**src/rtl/send_queue_ack_retry_assert.svh**
```systemverilog
// assertion macros for the send queue with ack retry
`ifndef SEND_QUEUE_ACK_RETRY_ASSERT_SVH
`define SEND_QUEUE_ACK_RETRY_ASSERT_SVH

`ifndef SYNTHESIS
`define SQAR_ASSERT_NOW(lbl, clk, rst_n, ante, cons) \
  lbl: assert property (@(posedge clk) disable iff (!rst_n) (ante) |-> (cons)) \
    else $error("sqar assertion failed");
`define SQAR_ASSERT_NEXT(lbl, clk, rst_n, ante, cons) \
  lbl: assert property (@(posedge clk) disable iff (!rst_n) (ante) |=> (cons)) \
    else $error("sqar assertion failed");
`else
`define SQAR_ASSERT_NOW(lbl, clk, rst_n, ante, cons)
`define SQAR_ASSERT_NEXT(lbl, clk, rst_n, ante, cons)
`endif

`endif

```
**src/rtl/sqar_pkg.sv**
```systemverilog
// constants and codes for the send queue with ack retry
`timescale 1ns / 1ps
package sqar_pkg;

  localparam int unsigned DEF_QUEUE_DEPTH = 8;
  localparam int unsigned DEF_HANDLE_BITS = 8;

  localparam int unsigned OP_W       = 2;
  localparam int unsigned CODE_W     = 2;
  localparam int unsigned TIMEOUT_W  = 16;
  localparam int unsigned ATTEMPT_W  = 4;
  localparam int unsigned CFG_IDX_W  = 1;
  localparam int unsigned CFG_DATA_W = 16;

  localparam logic [OP_W-1:0] OP_ENQUEUE   = 2'd0;
  localparam logic [OP_W-1:0] OP_SEND_DONE = 2'd1;
  localparam logic [OP_W-1:0] OP_TICK      = 2'd2;

  localparam logic [CODE_W-1:0] RES_OK      = 2'd0;
  localparam logic [CODE_W-1:0] RES_FULL    = 2'd1;
  localparam logic [CODE_W-1:0] RES_ABANDON = 2'd2;

  localparam logic [CFG_IDX_W-1:0] CFG_ACK_TIMEOUT  = 1'b0;
  localparam logic [CFG_IDX_W-1:0] CFG_MAX_ATTEMPTS = 1'b1;

  localparam logic [TIMEOUT_W-1:0] RST_ACK_TIMEOUT  = 16'd5;
  localparam logic [ATTEMPT_W-1:0] RST_MAX_ATTEMPTS = 4'd3;

endpackage

```
**src/rtl/sqar_handle_mem.sv**
```systemverilog
// frame handle queue storage, one write and one registered read port
`timescale 1ns / 1ps
module sqar_handle_mem #(
  parameter int unsigned DEPTH = 8,
  parameter int unsigned WIDTH = 8,
  localparam int unsigned AW = (DEPTH > 1) ? $clog2(DEPTH) : 1
) (
  input  logic             clk_i,
  input  logic             we_i,
  input  logic [AW-1:0]    waddr_i,
  input  logic [WIDTH-1:0] wdata_i,
  input  logic             re_i,
  input  logic [AW-1:0]    raddr_i,
  output logic [WIDTH-1:0] rdata_o
);

  logic [WIDTH-1:0] mem_q [DEPTH];
  logic [WIDTH-1:0] rdata_q;

  always_ff @(posedge clk_i) begin
    if (we_i) begin
      mem_q[waddr_i] <= wdata_i;
    end
  end

  always_ff @(posedge clk_i) begin
    if (re_i) begin
      rdata_q <= mem_q[raddr_i];
    end
  end

  assign rdata_o = rdata_q;

endmodule

```
**src/rtl/send_queue_ack_retry.sv**
```systemverilog
// top level of the stop-and-wait transmit queue with ack timeout and retry
//
// Events come in on the s_axis channel (enqueue, send done, timer tick) and
// every event produces exactly one status beat on the m_axis channel, which
// says whether a frame must go out now, whether it is a retry, the result
// code, the queue level and whether an ack is awaited.
// Each event passes through the accept state, which updates pointers and
// counters and reads the handle memory, and then the finish state, which takes
// the registered read data and loads the status beat into the output register.
// No new event is taken while the finish state handles the last one; the next
// event is accepted once that register is empty or draining. A handle written
// and read in the same cycle is forwarded.
// The two configuration registers are written through cfg_we_i, cfg_idx_i and
// cfg_data_i and must only change while the block is idle.
// Reset empties the queue, clears counters and the waiting state and loads
// the default timeout of 5 ticks and 3 attempts; the memory is not cleared.
// A stalled m_axis_tready holds the status beat and blocks new events.
`timescale 1ns / 1ps
`include "send_queue_ack_retry_assert.svh"
module send_queue_ack_retry #(
  parameter int unsigned QUEUE_DEPTH = sqar_pkg::DEF_QUEUE_DEPTH,
  parameter int unsigned HANDLE_BITS = sqar_pkg::DEF_HANDLE_BITS,
  localparam int unsigned LW  = $clog2(QUEUE_DEPTH + 1),
  localparam int unsigned S_W = ((sqar_pkg::OP_W + HANDLE_BITS + 7) / 8) * 8,
  localparam int unsigned M_W = ((HANDLE_BITS + LW + 5 + 7) / 8) * 8
) (
  input  logic                             clk_i,
  input  logic                             rst_ni,
  input  logic                             cfg_we_i,
  input  logic [sqar_pkg::CFG_IDX_W-1:0]   cfg_idx_i,
  input  logic [sqar_pkg::CFG_DATA_W-1:0]  cfg_data_i,
  input  logic                             s_axis_tvalid,
  output logic                             s_axis_tready,
  // operation, frame_handle
  input  logic [S_W-1:0]                   s_axis_tdata,
  output logic                             m_axis_tvalid,
  input  logic                             m_axis_tready,
  // send_valid, send_frame, is_resend, result_code, queue_level, awaiting_ack
  output logic [M_W-1:0]                   m_axis_tdata
);

  import sqar_pkg::*;

  localparam int unsigned IW = (QUEUE_DEPTH > 1) ? $clog2(QUEUE_DEPTH) : 1;
  localparam int unsigned HB = HANDLE_BITS;
  localparam logic [IW-1:0] LAST_IDX = IW'(QUEUE_DEPTH - 1);
  localparam logic [LW-1:0] DEPTH_LVL = LW'(QUEUE_DEPTH);

  localparam logic ST_ACCEPT = 1'b0;
  localparam logic ST_FINISH = 1'b1;

  logic state_q, state_d;

  logic [TIMEOUT_W-1:0] timeout_q;
  logic [ATTEMPT_W-1:0] max_att_q;

  logic [IW-1:0] rd_idx_q, rd_idx_d, wr_idx_q, wr_idx_d;
  logic          rd_wrap_q, rd_wrap_d, wr_wrap_q, wr_wrap_d;
  logic          wait_q, wait_d;
  logic [ATTEMPT_W-1:0] att_q, att_d;
  logic [TIMEOUT_W-1:0] tc_q, tc_d;
  logic [HB-1:0] cur_q;

  logic          sent_q, sent_d, resend_q, resend_d, load_q, load_d, fwd_q;
  logic [CODE_W-1:0] code_q, code_d;
  logic [HB-1:0] fwd_data_q;

  logic          m_valid_q;
  logic          out_sent_q, out_resend_q, out_wait_q;
  logic [HB-1:0] out_frame_q;
  logic [CODE_W-1:0] out_code_q;
  logic [LW-1:0] out_level_q;

  logic          accept, start, mem_we, mem_re;
  logic [OP_W-1:0] op;
  logic [HB-1:0] handle, mem_rdata, frame_now;
  logic [LW-1:0] level;
  logic [TIMEOUT_W-1:0] limit, tc_inc;
  logic [ATTEMPT_W-1:0] tries;
  logic          timed_out;

  assign op     = s_axis_tdata[OP_W-1:0];
  assign handle = s_axis_tdata[OP_W +: HB];

  assign s_axis_tready = (state_q == ST_ACCEPT) && (!m_valid_q || m_axis_tready);
  assign accept        = s_axis_tvalid && s_axis_tready;

  assign level = (wr_wrap_q != rd_wrap_q) ? DEPTH_LVL + LW'(wr_idx_q) - LW'(rd_idx_q)
                                          : LW'(wr_idx_q) - LW'(rd_idx_q);

  assign limit     = (timeout_q == '0) ? TIMEOUT_W'(1) : timeout_q;
  assign tries     = (max_att_q == '0) ? ATTEMPT_W'(1) : max_att_q;
  assign tc_inc    = (tc_q < limit) ? tc_q + 1'b1 : tc_q;
  assign timed_out = (tc_inc >= limit);

  // configuration registers
  always_ff @(posedge clk_i or negedge rst_ni) begin
    if (!rst_ni) begin
      timeout_q <= RST_ACK_TIMEOUT;
      max_att_q <= RST_MAX_ATTEMPTS;
    end else if (cfg_we_i) begin
      case (cfg_idx_i)
        CFG_ACK_TIMEOUT:  timeout_q <= cfg_data_i[TIMEOUT_W-1:0];
        CFG_MAX_ATTEMPTS: max_att_q <= cfg_data_i[ATTEMPT_W-1:0];
        default: ;
      endcase
    end
  end

  // event decode and queue update
  always_comb begin
    rd_idx_d  = rd_idx_q;
    rd_wrap_d = rd_wrap_q;
    wr_idx_d  = wr_idx_q;
    wr_wrap_d = wr_wrap_q;
    wait_d    = wait_q;
    att_d     = att_q;
    tc_d      = tc_q;
    sent_d    = 1'b0;
    resend_d  = 1'b0;
    load_d    = 1'b0;
    code_d    = RES_OK;
    mem_we    = 1'b0;
    start     = 1'b0;
    if (accept) begin
      case (op)
        OP_ENQUEUE: begin
          if (level >= DEPTH_LVL) begin
            rd_idx_d  = wr_idx_q;
            rd_wrap_d = wr_wrap_q;
            wait_d    = 1'b0;
            att_d     = '0;
            tc_d      = '0;
            code_d    = RES_FULL;
          end else begin
            mem_we    = 1'b1;
            wr_idx_d  = (wr_idx_q == LAST_IDX) ? '0 : wr_idx_q + 1'b1;
            wr_wrap_d = (wr_idx_q == LAST_IDX) ? ~wr_wrap_q : wr_wrap_q;
            start     = !wait_q;
          end
        end
        OP_SEND_DONE: begin
          if (level != '0) begin
            start = 1'b1;
          end else begin
            wait_d = 1'b0;
          end
        end
        OP_TICK: begin
          if (wait_q) begin
            tc_d = tc_inc;
            if (timed_out) begin
              if (att_q < tries) begin
                att_d    = att_q + 1'b1;
                tc_d     = '0;
                sent_d   = 1'b1;
                resend_d = 1'b1;
              end else begin
                code_d = RES_ABANDON;
                if (level != '0) begin
                  start = 1'b1;
                end else begin
                  wait_d = 1'b0;
                  att_d  = '0;
                  tc_d   = '0;
                end
              end
            end
          end
        end
        default: ;
      endcase
    end
    if (start) begin
      rd_idx_d  = (rd_idx_q == LAST_IDX) ? '0 : rd_idx_q + 1'b1;
      rd_wrap_d = (rd_idx_q == LAST_IDX) ? ~rd_wrap_q : rd_wrap_q;
      wait_d    = 1'b1;
      att_d     = ATTEMPT_W'(1);
      tc_d      = '0;
      sent_d    = 1'b1;
      load_d    = 1'b1;
    end
  end

  assign mem_re = start;

  sqar_handle_mem #(
    .DEPTH (QUEUE_DEPTH),
    .WIDTH (HB)
  ) u_mem (
    .clk_i   (clk_i),
    .we_i    (mem_we),
    .waddr_i (wr_idx_q),
    .wdata_i (handle),
    .re_i    (mem_re),
    .raddr_i (rd_idx_q),
    .rdata_o (mem_rdata)
  );

  assign state_d = accept ? ST_FINISH : ST_ACCEPT;

  always_ff @(posedge clk_i or negedge rst_ni) begin
    if (!rst_ni) begin
      state_q   <= ST_ACCEPT;
      rd_idx_q  <= '0;
      rd_wrap_q <= 1'b0;
      wr_idx_q  <= '0;
      wr_wrap_q <= 1'b0;
      wait_q    <= 1'b0;
      att_q     <= '0;
      tc_q      <= '0;
      sent_q    <= 1'b0;
      resend_q  <= 1'b0;
      load_q    <= 1'b0;
      fwd_q     <= 1'b0;
      code_q    <= RES_OK;
    end else begin
      state_q   <= state_d;
      rd_idx_q  <= rd_idx_d;
      rd_wrap_q <= rd_wrap_d;
      wr_idx_q  <= wr_idx_d;
      wr_wrap_q <= wr_wrap_d;
      wait_q    <= wait_d;
      att_q     <= att_d;
      tc_q      <= tc_d;
      if (accept) begin
        sent_q   <= sent_d;
        resend_q <= resend_d;
        load_q   <= load_d;
        code_q   <= code_d;
        fwd_q    <= mem_we && start && (rd_idx_q == wr_idx_q);
      end
    end
  end

  // write-to-read forwarding data
  always_ff @(posedge clk_i) begin
    if (accept) begin
      fwd_data_q <= handle;
    end
  end

  assign frame_now = load_q ? (fwd_q ? fwd_data_q : mem_rdata) : cur_q;

  always_ff @(posedge clk_i) begin
    if (state_q == ST_FINISH) begin
      cur_q        <= frame_now;
      out_sent_q   <= sent_q;
      out_frame_q  <= sent_q ? frame_now : '0;
      out_resend_q <= resend_q;
      out_code_q   <= code_q;
      out_level_q  <= level;
      out_wait_q   <= wait_q;
    end
  end

  // status beat output register
  always_ff @(posedge clk_i or negedge rst_ni) begin
    if (!rst_ni) begin
      m_valid_q <= 1'b0;
    end else if (state_q == ST_FINISH) begin
      m_valid_q <= 1'b1;
    end else if (m_axis_tready) begin
      m_valid_q <= 1'b0;
    end
  end

  assign m_axis_tvalid = m_valid_q;
  assign m_axis_tdata  = M_W'({out_wait_q, out_level_q, out_code_q, out_resend_q,
                               out_frame_q, out_sent_q});

  `SQAR_ASSERT_NEXT(a_accept_finish, clk_i, rst_ni, accept, state_q == ST_FINISH)
  `SQAR_ASSERT_NEXT(a_finish_beat, clk_i, rst_ni, state_q == ST_FINISH, m_valid_q)
  `SQAR_ASSERT_NOW(a_level_bound, clk_i, rst_ni, 1'b1, level <= DEPTH_LVL)
  `SQAR_ASSERT_NOW(a_wait_attempt, clk_i, rst_ni, wait_q, att_q != '0)

endmodule

```
**config.mk**
```make
export PLATFORM = sky130hd
export DESIGN_NAME = send_queue_ack_retry
export DESIGN_NICKNAME = d
export VERILOG_FILES = /design/src/rtl/sqar_pkg.sv /design/src/rtl/sqar_handle_mem.sv /design/src/rtl/send_queue_ack_retry.sv
export VERILOG_INCLUDE_DIRS = /design/src /design/src/rtl
export SDC_FILE = /design/constraint.sdc
export NUM_CORES = 1
export LEC_CHECK = 0
export BUFFER_PORTS_ARGS = -buffer_cell sky130_fd_sc_hd__buf_2
export CAP_MARGIN = 5
export CORE_MARGIN = 10
export CORE_UTILIZATION = 60
export DETAILED_ROUTE_END_ITERATION = 12
export GPL_TIMING_DRIVEN = 0
export PLACE_DENSITY = 0.88
export SYNTH_ARGS = -nofsm -noshare
export SYNTH_HDL_FRONTEND = slang
export SYNTH_SLANG_ARGS = --single-unit
```
**constraint.sdc**
```tcl
create_clock -name clk_i -period 5.4 [get_ports clk_i]
set_input_delay 0.27 -clock clk_i [delete_from_list [all_inputs] [get_ports clk_i]]
set_output_delay 0.27 -clock clk_i [all_outputs]
set_load 0.05 [all_outputs]
```
==> Yosys cells after proc, flatten, opt, wreduce, memory -nomap -nowiden <==
Memories as Yosys holds them, arrays and structs flattened. A register that Yosys moved wholly into a read port is not among the register bits.
Index checks and enable logic that the tools add are counted.
{ "totals": {"regBits": 90, "ramBits": 64, "input_bits": 38, "out_inout_bits": 26, "word_cells": 146, "memories": 1} }
{ "mem_list": {"columns": ["memory", "depth", "width", "rd", "rd_clocked_by_memory_dff", "wr", "line_no", "source"], "rows": [
  ["u_mem.mem_q", 8, 8, 1, 1, 1, "sqar_handle_mem.sv:17", "logic [WIDTH-1:0] mem_q [DEPTH];"]
]} }
{ "op_classes": {"n_addsub": 7, "order_cmp": 4, "n_eq_ne": 12, "muxes": 67, "bitwise": 5, "n_reduce_logical": 26} }
{ "ops": {"columns": ["op", "n"], "rows": [
  ["two-way mux 16 bit", 9],
  ["two-way mux 4 bit", 9],
  ["two-way mux 1 bit", 33],
  ["case mux 16 bit (2 select lines)", 1],
  ["two-way mux 3 bit", 6],
  ["adder 16 x 1 -> 16 bit (second input constant)", 1],
  ["greater-or-equal comparator 16 bit", 1],
  ["logical NOT 16 bit", 1],
  ["less-than comparator 16 bit", 1],
  ["two-way mux 8 bit", 2],
  ["AND reduction 4 bit", 4],
  ["!= test 3 bit (second input constant)", 4],
  ["case mux 4 bit (2 select lines)", 1],
  ["nonzero test 2 bit", 4],
  ["nonzero test 4 bit", 2],
  ["adder 3 x 1 -> 3 bit (second input constant)", 2],
  ["equality test 3 bit (second input constant)", 2],
  ["two-way mux 2 bit", 3],
  ["case mux 1 bit (3 select lines)", 2],
  ["AND reduction 3 bit", 2],
  ["AND reduction 6 bit", 1],
  ["NOT 1 bit", 5],
  ["adder 4 x 1 -> 4 bit (second input constant)", 1],
  ["adder 4 x 3 -> 4 bit (first input constant)", 1],
  ["18 further kinds", 23]
]} }

==> Longest topological paths before layout <==
Gate-level depths: netlist of the first run.
{ "logic_depth": {"ltp_word": 12, "ltp_mapped": 19, "mapped_depth_nobuf": 17} }

==> Modules after synthesis <==
A second synthesis of the first run with hierarchy kept.
{ "unflattened": {"cells_unflattened": 660, "hier_area_um2": 8201.6} }
{ "by_module_without_submodules": {"columns": ["mod", "instances", "cells_per_inst", "area_each_um2", "seq_area_each_um2"], "rows": [
  ["send_queue_ack_retry", 1, 546, 5430.2, 2422.3],
  ["sqar_handle_mem", 1, 114, 2771.4, 2162.1]
]} }

==> Least setup slack after synthesis of the first run <==
OpenSTA, ideal clock, no wires.
{ "synth_path": {"path_type": "register -> register", "startpoint": "register tc_q[14]", "endpoint": "register rd_wrap_q", "setup_time_ns": 0.123, "t_arrival_ns": 3.968, "t_required_ns": 5.277, "path_slack_ns": 1.310, "stages_incl_launch_ff": 18, "n_path_buf": 1, "synth_period_minus_slack_ns": 4.090, "path_cell_list": "dfrtp_1 -> ha_1 -> a21oi_1 -> nand2_1 -> a221o_1 -> nor3_2 -> nand2_1 -> nor2_1 -> xor2_1 -> ha_1 -> a21oi_1 -> nor3_1 -> nor4_1 -> o21ai_1 -> a21o_1 -> buf_6 -> mux2_4 -> o221a_1"} }
{ "synth_between": {"elab_chain_cells": 9, "word_cells_on_any_way": 14, "classes_between": "1 x add/sub; 2 x order compare; 1 x eq/ne; 6 x mux; 4 x reduce/logical"} }
{ "synth_rtl": {"columns": ["element", "line_no", "source"], "rows": [
  ["start: declaration", "send_queue_ack_retry.sv:61", "logic [TIMEOUT_W-1:0] tc_q, tc_d;"],
  ["start signal: assignment", "send_queue_ack_retry.sv:225", "tc_q <= tc_d;"],
  ["adder 16 x 1 -> 16 bit / less-than comparator 16 bit (equally long branches)", "send_queue_ack_retry.sv:93", "assign tc_inc = (tc_q < limit) ? tc_q + 1'b1 : tc_q;"],
  ["two-way mux 16 bit (*)", "send_queue_ack_retry.sv:93", null],
  ["greater-or-equal comparator 16 bit (*)", "send_queue_ack_retry.sv:94", "assign timed_out = (tc_inc >= limit);"],
  ["two-way mux 1 bit (*)", "send_queue_ack_retry.sv:152", "if (timed_out) begin"],
  ["two-way mux 1 bit (*)", "send_queue_ack_retry.sv:150", "if (wait_q) begin"],
  ["case mux 1 bit (3 select lines) (*)", "send_queue_ack_retry.sv:126", "case (op)"],
  ["two-way mux 1 bit (*)", "send_queue_ack_retry.sv:125", "if (accept) begin"],
  ["!= test 2 x 1 -> 1 bit (no line) / nonzero test 2 bit (equally long branches)", null, null],
  ["AND reduction 4 bit (no line)", null, null],
  ["end signal: assignment", "send_queue_ack_retry.sv:220", "rd_wrap_q <= rd_wrap_d;"],
  ["end: declaration", "send_queue_ack_retry.sv:58", "logic rd_wrap_q, rd_wrap_d, wr_wrap_q, wr_wrap_d;"]
]} }
Mark *: on every way between the ends. The rest lies on a longest branch, timed or not.
A chain may end at the register's enable or synchronous reset.

==> Worst setup path after layout of the first run <==
{ "layout_path": {"startpoint": "register timeout_q[14]", "endpoint": "register tc_q[5]"} }
{ "layout_between": {"elab_chain_cells": 11, "word_cells_on_any_way": 21, "classes_between": "2 x order compare; 2 x eq/ne; 13 x mux; 4 x reduce/logical"} }
{ "layout_rtl": {"columns": ["element", "line_no", "source"], "rows": [
  ["start: declaration", "send_queue_ack_retry.sv:54", "logic [TIMEOUT_W-1:0] timeout_q;"],
  ["start signal: assignment", "send_queue_ack_retry.sv:103", "CFG_ACK_TIMEOUT: timeout_q <= cfg_data_i[TIMEOUT_W-1:0];"],
  ["logical NOT 16 bit", "send_queue_ack_retry.sv:91", "assign limit = (timeout_q == '0) ? TIMEOUT_W'(1) : timeout_q;"],
  ["two-way mux 16 bit (*)", "send_queue_ack_retry.sv:91", null],
  ["less-than comparator 16 bit", "send_queue_ack_retry.sv:93", null],
  ["two-way mux 16 bit", "send_queue_ack_retry.sv:93", null],
  ["greater-or-equal comparator 16 bit / two-way mux 16 bit (equally long branches)", "send_queue_ack_retry.sv:94, send_queue_ack_retry.sv:160", null],
  ["two-way mux 1 bit / two-way mux 16 bit (equally long branches)", "send_queue_ack_retry.sv:152, send_queue_ack_retry.sv:153", null],
  ["two-way mux 1 bit / two-way mux 16 bit (equally long branches)", "send_queue_ack_retry.sv:150, send_queue_ack_retry.sv:152", null],
  ["case mux 1 bit (3 select lines) / two-way mux 16 bit (equally long branches)", "send_queue_ack_retry.sv:126, send_queue_ack_retry.sv:150", null],
  ["two-way mux 1 bit / case mux 16 bit (2 select lines) (equally long branches)", "send_queue_ack_retry.sv:125, send_queue_ack_retry.sv:126", null],
  ["!= test 3 bit (no line) (tied with other cells)", null, null],
  ["AND reduction 4 bit (no line) / two-way mux 16 bit (equally long branches)", null, null]
]} }
Mark *: on every way between the ends. The rest lies on a longest branch, timed or not. The select of a mux whose other input is x is not followed.

==> flow_metrics.py, run 1 <==
metrics = {
    "floorplanning": {
        "start_util_pct": 61.9,
        "io_pins": 64,
        "die_w_um": 135,
        "dieArea_mm2": 0.0181,
        "dieHeight_um": 135,
        "row_count": 41,
        "design.core.area_mm2": 0.0127,
    },
    "final_layout": {
        "fin_util_pct": 70.9,
        "fin_nets": 790,
        "diodes": 0,
        "area_growth_pct": 14.6,
        "final_layout_size_suffix_gt1_share_pct": 19.3,
        "finish.instance_area_mm2": 0.00902,
    },
    "synthesis": {
        "yosys_warnings": 0,
        "synthCells": 629,
        "syn-cell-area_mm2": 0.00787,
        "yosys.area.top_type_share_pct": 40.0,
        "syn_area_per_cell_um2": 12.5,
        "synthArstFlopShare_pct": 35.2,
        "yosysUniqueCellTypes": 66,
        "netlist_top_cells_count": "edfxtp_1, nand2_1, dfrtp_1",
        "synth_seq_cells": 162,
        "synth_edf_count": 105,
        "synth.area.top_cells": "edfxtp_1, dfrtp_1, ha_1",
        "yosysMostFrequentCell": "edfxtp_1",
        "yosysTopAreaCell": "edfxtp_1",
        "synth_seq_area_share_pct": 58.2,
        "synthFlopType": "edfxtp_1",
    },
    "global_route": {
        "grt_pass1_vias": 5576,
        "grt_pass1_wl_um": 28300,
        "antenna_found_initial": 0,
        "grt_max_degree": 58,
        "grt-ovfl-total": 0,
        "grt_usage_pct": 19.8,
    },
    "clocking": {
        "root_buffer": "clkbuf_16",
        "cts_buffers": 17,
        "cts_tree": "yes",
        "htree_levels": 4,
        "post-cts-setup-buffers": 0,
        "insertion_delay_ns": 0.45,
        "path_clk_slew_ns": 0.07,
        "cts_sinks": 162,
        "cts_buffer_depth": 2,
    },
    "place": {
        "dp_hpwl_um": 12200,
        "gp_congestion": 0.914,
        "io_buffers": 50,
        "placed_area_mm2": 0.00839,
    },
    "power_and_ir_drop": {
        "powerDensity_mw_per_mm2": 441,
        "fin_total_pwr_mw": 3.98,
        "vdd_drop_max_mv": 0.316,
        "power_leakage_nw": 3.74,
    },
    "setup_path": {
        "critPathSlowestCell": "nor3_2",
        "worst_ep_required_time_ns": 5.76,
        "cp-end-kind": "flop",
        "worst_ep_arrival_time_ns": 5.50,
        "path_max_fanout": 10,
        "max_stage_delay_ns": 0.48,
        "crit_type": "reg -> reg",
        "crit_path_start_kind": "flop",
        "critPathBufInv": 2,
        "path_cells": "inv_1, ha_1, a21oi_1, nand2_1, a221o_1, nor3_2, nand2_1, nor2_1, xor2_1, ha_1, a21oi_1, nor3_1, nor4_1, o21ai_1, nor3_4, buf_2, o21ai_0, a31oi_1",
        "path_delay_family": "simple AND/OR/NAND/NOR gates",
    },
    "sta": {
        "rsz0062_at_grt": "false",
        "fin_crit_sh_pct": 95.3,
        "fmax_mhz": 194,
        "skew_ns": 0.0136,
        "fin_crit_ns": 5.15,
        "finalSetupViolCount": 0,
        "worst_pin_slew_ns": 1.28,
        "tns_ns": 0,
        "relSlewSlack_pct": 14.2,
        "hold_violations": 0,
        "slew_viol_final": 0,
    },
    "flow_run": {
        "drv_cap": 0,
    },
    "drt": {
        "routed_via_density": 6.13,
        "via_count": 5477,
        "drt_iter0_markers": 735,
        "drc": 0,
        "drt_wl_total_um": 17600,
        "dr.pass1.iters": 7,
        "wl_per_cell_um": 19.7,
        "drt.antenna.violating_nets": 0,
    },
    "worst_hold_path": {
        "min_path_type": "in -> reg",
    },
    "outcome": {
        "status": "completed",
    },
}
power by group:
| part | switching (mW) | leakage [nW] | internal, mW |
|---|---|---|---|
| Sequential | 0.116 | 1.69 | 1.52 |
| Clock | 0.551 | 0.299 | 0.664 |
| Combinational | 0.706 | 1.75 | 0.430 |
| Total | 1.37 | 3.74 | 2.61 |
per-stage QoR:
stage	instances	setup WS, ns	hold slack, ns
after floorplan	635	1.31	-0.0256
after global placement	857	0.584	0.432
after detailed placement	859	0.394	0.437
after CTS	891	0.303	0.0151
after global routing	893	0.0861	0.0396
final	893	0.254	0.0295
worst min-delay path, cell delays in order:
cell and delay (ns):
buf_2 0.07, nand2_1 0.03, o21ai_0 0.06
state kept, by name (all words and copies together), names as in the netlist, 3 cells and up:
register	cells
cur_q	8
out_level_q	4
u_mem.mem_q	64
fwd_data_q	8
u_mem.rdata_o	8
att_q	4
wr_idx_q	3
max_att_q	4
rd_idx_q	3
out_frame_q	8
tc_q	16
timeout_q	16
cell type report:
cell class,count,area (µm²)
flip-flops and latches,162,4580
clock inverters,15,185
fillers,808,3700
inverters,37,139
repair buffers,54,283
well taps,172,215
clock buffers,17,425
multi-input cells,404,3010
plain buffers,32,180
timing repair:
action	4_1_cts	5_1_grt
gates resized for setup	0	1
setup endpoints to repair	0	2
hold buffers	0	1
hold endpoints to repair	0	53
cells by family (layout without fill, tap and decap cells):
group	after synthesis	in the layout	share of synthesized area, %
AND/OR/NAND/NOR	184	184	11.7
flip-flops	162	162	58.2
AO/OA/AOI/OAI	115	115	9.57
buffers and inverters	69	155	4.05
adder cells (fa/ha/maj)	44	44	7.09
multiplexers	36	36	7.28
XOR/XNOR	18	18	2.00
other	1	7	0.0476
worst paths after layout:
kind	start	endpoint	slack, ns	depth (start not counted)
worst max-delay path	timeout_q[14]$_DFFE_PN0P_	tc_q[5]$_DFFE_PN0P_	0.25	18
worst min-delay path	cfg_data_i[5]	timeout_q[5]$_DFFE_PN0P_	0.03	3
worst max register to register	timeout_q[14]$_DFFE_PN0P_	tc_q[5]$_DFFE_PN0P_	0.25	18
worst min register to register	code_q[0]$_DFFE_PN0P_	out_code_q[0]$_DFFE_PP_	0.45	0
max in group asynchronous	rst_ni	tc_q[5]$_DFFE_PN0P_	4.47	2
min in group asynchronous	rst_ni	timeout_q[1]$_DFFE_PN0P_	0.43	2
layout by cell type (no fill, tap or decap), types with 8 or more instances in the layout:
| master | count |
|---|---|
| o21ai_0 | 23 |
| xnor2_1 | 11 |
| nor3_1 | 12 |
| a21o_1 | 8 |
| nor2_1 | 25 |
| buf_2 | 56 |
| clkbuf_1 | 13 |
| nand2_1 | 77 |
| nor4_1 | 8 |
| a21oi_1 | 30 |
| clkbuf_16 | 17 |
| mux2i_1 | 13 |
| and3_1 | 10 |
| dfrtp_1 | 53 |
| inv_1 | 35 |
| mux4_2 | 16 |
| ha_1 | 43 |
| nand3_1 | 12 |
| buf_4 | 13 |
| o21ai_1 | 12 |
| and2_1 | 9 |
| edfxtp_1 | 105 |
metal layers:
| layer | GRT usage (%) | wire length, µm |
|---|---|---|
| met1 | 24.1 | 7080 |
| met2 | 32.0 | 8370 |
| met3 | 7.01 | 1730 |
| met4 | 7.19 | 416 |
| met5 | 0 | 0 |
(Power assumes the default switching activity.)
==> inputs of run 2 (changes only) <==
Settings changed: CTS_CLUSTER_DIAMETER set to 150, GPL_TIMING_DRIVEN 0 to unset.
==> flow_metrics.py, run 2 (same netlist as run 1, synthesis figures left out) <==
metrics = {
    "outcome": {
        "status": "completed",
    },
    "final_layout": {
        "fill_cells": 818,
        "largest_register": "u_mem.mem_q",
        "mostFrequentLayoutCells": "edfxtp_1, nand2_1, dfrtp_1",
        "final_layout_size_suffix_gt1_share_pct": 17.8,
        "largest_reg_flops": 64,
        "layout_commonest_cell": "edfxtp_1",
        "reg.largest.list": "u_mem.mem_q (64), tc_q (16), timeout_q (16)",
        "multi_input_area_mm2": 0.00299,
        "fin_cells": 867,
        "fin_nets": 764,
        "area_growth_pct": 12.8,
        "seq_area_mm2": 0.00458,
        "diodes": 0,
    },
    "place": {
        "dp_hpwl_um": 11300,
        "post-place-ws_ns": 0.702,
        "placedCellCount": 833,
        "io_buffers": 50,
        "gp_congestion": 0.911,
    },
    "setup_path": {
        "worst_ep_arrival_time_ns": 5.17,
        "cp-end-kind": "flop",
        "worst_ep_required_time_ns": 5.71,
        "crit_path_start_kind": "flop",
        "crit_type": "reg -> reg",
        "path_max_fanout": 19,
    },
    "clocking": {
        "root_buffer": "clkbuf_16",
        "post_cts_resized": 0,
        "cts_buffers": 17,
        "cts_buffer_depth": 2,
        "htree_levels": 4,
        "insertion_delay_ns": 0.43,
        "path_clk_slew_ns": 0.07,
        "cts_tree": "yes",
        "cts_sinks": 162,
        "post-cts-setup-buffers": 0,
        "cts_hold_buf": 1,
    },
    "global_route": {
        "grt_pass1_wl_um": 26900,
        "grt-ovfl-total": 0,
        "grt_usage_pct": 18.5,
        "antenna_found_initial": 0,
        "grt_max_degree": 58,
        "grt_pass1_vias": 5283,
    },
    "floorplanning": {
        "dieHeight_um": 135,
        "io_pins": 64,
        "die_w_um": 135,
        "row_count": 41,
        "dieArea_mm2": 0.0181,
        "start_util_pct": 61.9,
        "design.core.area_mm2": 0.0127,
    },
    "power_and_ir_drop": {
        "vdd_drop_max_mv": 0.264,
        "powerDensity_mw_per_mm2": 443,
        "power_leakage_nw": 3.66,
    },
    "drt": {
        "dr.pass1.iters": 5,
        "via_count": 5339,
        "drt.antenna.violating_nets": 0,
        "routed_via_density": 6.16,
        "wl_per_cell_um": 18.9,
        "drt_iter0_markers": 603,
        "drc": 0,
        "drt_wl_total_um": 16400,
    },
    "sta": {
        "skew_ns": 0.00913,
        "fin_crit_sh_pct": 90.0,
        "fmax_mhz": 206,
        "slew_viol_final": 0,
        "timing.final.ws_setup_ns": 0.539,
        "relSlewSlack_pct": 15.7,
        "fin_crit_ns": 4.86,
        "rsz0062_at_grt": "false",
        "worst_pin_slew_ns": 1.26,
        "hold_violations": 0,
        "finalSetupViolCount": 0,
        "tns_ns": 0,
        "hold_slack_ns": 0.0423,
    },
    "flow_run": {
        "drv_cap": 0,
    },
    "worst_hold_path": {
        "min_path_type": "in -> reg",
    },
}
-- run 2: cell count changes in the layout (fill, tap and decap cells not counted), sizes merged --
cell	previous run	this run
buf	72	59
clkbuf	30	18
bufinv	1	3
clkinvlp	0	3
clkinv	8	3
inv	43	42
-- run 2: critical path, cell delays in order (launching register included) --
cell     delay (ns)
dfrtp_1        0.38
inv_1          0.14
ha_1           0.27
a21oi_1        0.15
o21ai_1        0.10
a221o_1        0.40
nor3_2         0.48
nand2_1        0.34
nor2_1         0.22
xor2_1         0.16
ha_1           0.26
a21oi_1        0.16
nor3_1         0.06
nor4_1         0.41
o21ai_1        0.28
a21o_1         0.32
buf_4          0.25
a221o_1        0.36
-- run 2: cell type report --
cell class | count | share of cell area (%)
Clock inverter | 14 | 2.20
Inverter | 37 | 1.56
Clock buffer | 18 | 4.83
Timing Repair Buffer | 60 | 3.66
Multi-Input combinational cell | 404 | 33.7
Sequential cell | 162 | 51.6
Tap cell | 172 | 2.42
-- run 2: worst paths after layout --
| path | to | start | slack, ns | cells past startpoint |
|---|---|---|---|---|
| min reg2reg | out_code_q[0]$_DFFE_PP_ | code_q[0]$_DFFE_PN0P_ | 0.45 | 0 |
| min in group asynchronous | timeout_q[6]$_DFFE_PN0P_ | rst_ni | 0.51 | 3 |
| max | rd_idx_q[2]$_DFFE_PN0P_ | timeout_q[5]$_DFFE_PN0P_ | 0.54 | 17 |
| max reg2reg | rd_idx_q[2]$_DFFE_PN0P_ | timeout_q[5]$_DFFE_PN0P_ | 0.54 | 17 |
| max in group asynchronous | wr_idx_q[2]$_DFFE_PN0P_ | rst_ni | 4.40 | 3 |
| min | timeout_q[10]$_DFFE_PN0P_ | cfg_data_i[10] | 0.04 | 3 |
-- run 2: metal layers --
| metal | wire (µm) | global-route usage (%) | share of wire (%) | up-vias |
|---|---|---|---|---|
| met3 | 1450 | 4.64 | 8.9 | 18 |
| li1 | - | - | - | 2432 |
| met5 | 0 | 0 | 0 | - |
| met1 | 6820 | 24.3 | 42 | 2658 |
| met2 | 7900 | 29.6 | 48 | 231 |
| met4 | 184 | 6.17 | 1.1 | 0 |
-- run 2: power by group --
part / switching (mW) / leakage [nW] / internal (mW) / total, mW
combinational: 0.577 / 1.67 / 0.385 / 0.962
clock: 0.513 / 0.295 / 0.743 / 1.26
sequential: 0.200 / 1.69 / 1.51 / 1.72
-- run 2: through the flow --
step | util (%) | instance area [µm²] | total power, mW
2_1_floorplan | - | 7900 | 2.44
3_3_place_gp | 64.8 | 8240 | 2.60
3_5_place_dp | 64.8 | 8240 | 2.67
4_1_cts | 69.8 | 8880 | 3.93
5_1_grt | 69.8 | 8880 | 4.14
6_report | 69.8 | 8880 | 3.93
==> inputs of run 3 (changes only) <==
Clock period 5.4 ns to 4.86 ns, I/O delays scaled along.
==> flow_metrics.py, run 3 (same netlist as run 1, synthesis figures left out) <==
metrics = {
    "global_route": {
        "grt_pass1_wl_um": 28700,
        "grt_usage_pct": 20.0,
        "grt_pass1_vias": 5573,
        "antenna_found_initial": 0,
        "grt-ovfl-total": 0,
        "grt_max_degree": 58,
    },
    "clocking": {
        "insertion_delay_ns": 0.43,
        "root_buffer": "clkbuf_16",
        "post-cts-setup-buffers": 0,
        "cts_tree": "yes",
        "cts_buffer_depth": 2,
        "cts_buffers": 17,
        "htree_levels": 4,
        "cts_sinks": 162,
        "path_clk_slew_ns": 0.06,
    },
    "drt": {
        "drt_wl_total_um": 17600,
        "drt.antenna.violating_nets": 0,
        "routed_via_density": 6.21,
        "via_count": 5438,
        "drt_iter0_markers": 894,
        "dr.pass1.iters": 5,
        "drc": 0,
        "wl_per_cell_um": 20.1,
    },
    "power_and_ir_drop": {
        "powerDensity_mw_per_mm2": 492,
        "power_leakage_nw": 3.70,
        "vdd_drop_max_mv": 0.338,
        "fin_total_pwr_mw": 4.40,
    },
    "floorplanning": {
        "design.core.area_mm2": 0.0127,
        "row_count": 41,
        "die_w_um": 135,
        "start_util_pct": 61.9,
        "dieArea_mm2": 0.0181,
        "dieHeight_um": 135,
        "io_pins": 64,
    },
    "final_layout": {
        "largest_register": "u_mem.mem_q",
        "reg.largest.list": "u_mem.mem_q (64), tc_q (16), timeout_q (16)",
        "layout_commonest_cell": "edfxtp_1",
        "diodes": 0,
        "fill_cells": 789,
        "final_layout_size_suffix_gt1_share_pct": 18.8,
        "mostFrequentLayoutCells": "edfxtp_1, nand2_1, dfrtp_1",
        "fin_cells": 875,
        "fin_nets": 772,
        "fin_util_pct": 70.2,
        "area_growth_pct": 13.5,
        "finish.instance_area_mm2": 0.00894,
        "multi_input_area_mm2": 0.00301,
        "seq_area_mm2": 0.00458,
        "largest_reg_flops": 64,
    },
    "place": {
        "post-place-ws_ns": 0.211,
        "placed_area_mm2": 0.00831,
        "dp_hpwl_um": 11700,
        "placedCellCount": 842,
        "io_buffers": 50,
        "gp_congestion": 0.898,
    },
    "setup_path": {
        "rr_worst_depth": 17,
        "startpoint": "timeout_q[15]$_DFFE_PN0P_",
        "path_cells": "inv_1, ha_1, nand4_1, or3_1, a2111oi_4, nor4_1, buf_4, nand2_1, xnor2_1, ha_1, nand4_1, nor2_1, o2111ai_1, o211ai_1, a21oi_1, o21ai_1, o31ai_1",
        "cp-end-kind": "flop",
        "max_stage_delay_ns": 0.89,
        "worst_ep_required_time_ns": 5.13,
        "crit_path_start_kind": "flop",
        "path_delay_family": "compound AO/OA/AOI/OAI gates",
        "crit_type": "reg -> reg",
        "reg2reg_from": "timeout_q[15]$_DFFE_PN0P_",
        "critPathBufInv": 2,
        "critPathSlowestCell": "o211ai_1",
        "reg2reg_slack_ns": 0.24,
        "path_max_fanout": 13,
        "worst_ep_arrival_time_ns": 4.89,
        "r2r-end": "tc_q[8]$_DFFE_PN0P_",
    },
    "worst_hold_path": {
        "min_from": "cfg_data_i[7]",
        "min_path_type": "in -> reg",
        "min_to": "timeout_q[7]$_DFFE_PN0P_",
        "whs_path_depth": 3,
    },
    "sta": {
        "fin_crit_sh_pct": 95.1,
        "slew_viol_final": 0,
        "worst_pin_slew_ns": 1.06,
        "fin_crit_ns": 4.62,
        "relSlewSlack_pct": 28.8,
        "fmax_mhz": 216,
        "hold_violations": 0,
        "tns_ns": 0,
        "timing.final.ws_setup_ns": 0.239,
        "hold_slack_ns": 0.0178,
        "skew_ns": 0.0101,
        "finalSetupViolCount": 0,
    },
    "outcome": {
        "status": "completed",
    },
    "flow_run": {
        "drv_cap": 0,
    },
}
[run 3: cell count changes in the layout (fill, tap and decap cells not counted), sizes merged]
cell	before	now
buf	59	67
clkbuf	18	17
clkinv	3	5
inv	42	41
[run 3: worst min-delay path: cells and delay by family]
kind	cells	cell delay, ns
AO/OA/AOI/OAI	1	0.05
buffers and inverters	1	0.07
AND/OR/NAND/NOR	1	0.03
[run 3: report_power, final]
part	internal [mW]	leakage, nW	total (mW)	switching, mW
clock	0.813	0.289	1.37	0.559
sequential	1.68	1.69	1.87	0.188
combinational	0.439	1.72	1.15	0.711
[run 3: cell type report]
class | count | share of cell area (%)
Clock buffer | 17 | 4.76
Clock inverter | 15 | 2.00
Sequential cell | 162 | 51.3
Timing Repair Buffer | 68 | 4.34
Multi-Input combinational cell | 404 | 33.6
Tap cell | 172 | 2.41
Inverter | 37 | 1.55
[run 3: worst max-delay path by stage]
stage,endpoint,cells after the start
2_1_floorplan,rd_wrap_q$_DFFE_PN0P_,17
3_3_place_gp,att_q[0]$_DFFE_PN0P_,17
3_5_place_dp,rd_idx_q[2]$_DFFE_PN0P_,17
4_1_cts,rd_idx_q[2]$_DFFE_PN0P_,17
5_1_grt,tc_q[8]$_DFFE_PN0P_,17
6_report,tc_q[8]$_DFFE_PN0P_,17
[run 3: metal layers]
metal / global-route usage (%) / vias to the layer above / part of all wire [%]
met5: 0 / - / 0
met4: 7.38 / 0 / 1.8
met3: 5.45 / 32 / 8.3
met2: 32.5 / 284 / 49
met1: 25.1 / 2675 / 41
li1: - / 2447 / -
[run 3: what timing repair did]
action	in CTS	in global routing
hold endpoints to repair	53	0
resized for setup	0	2
hold buffers	1	0
setup endpoints to repair	0	21
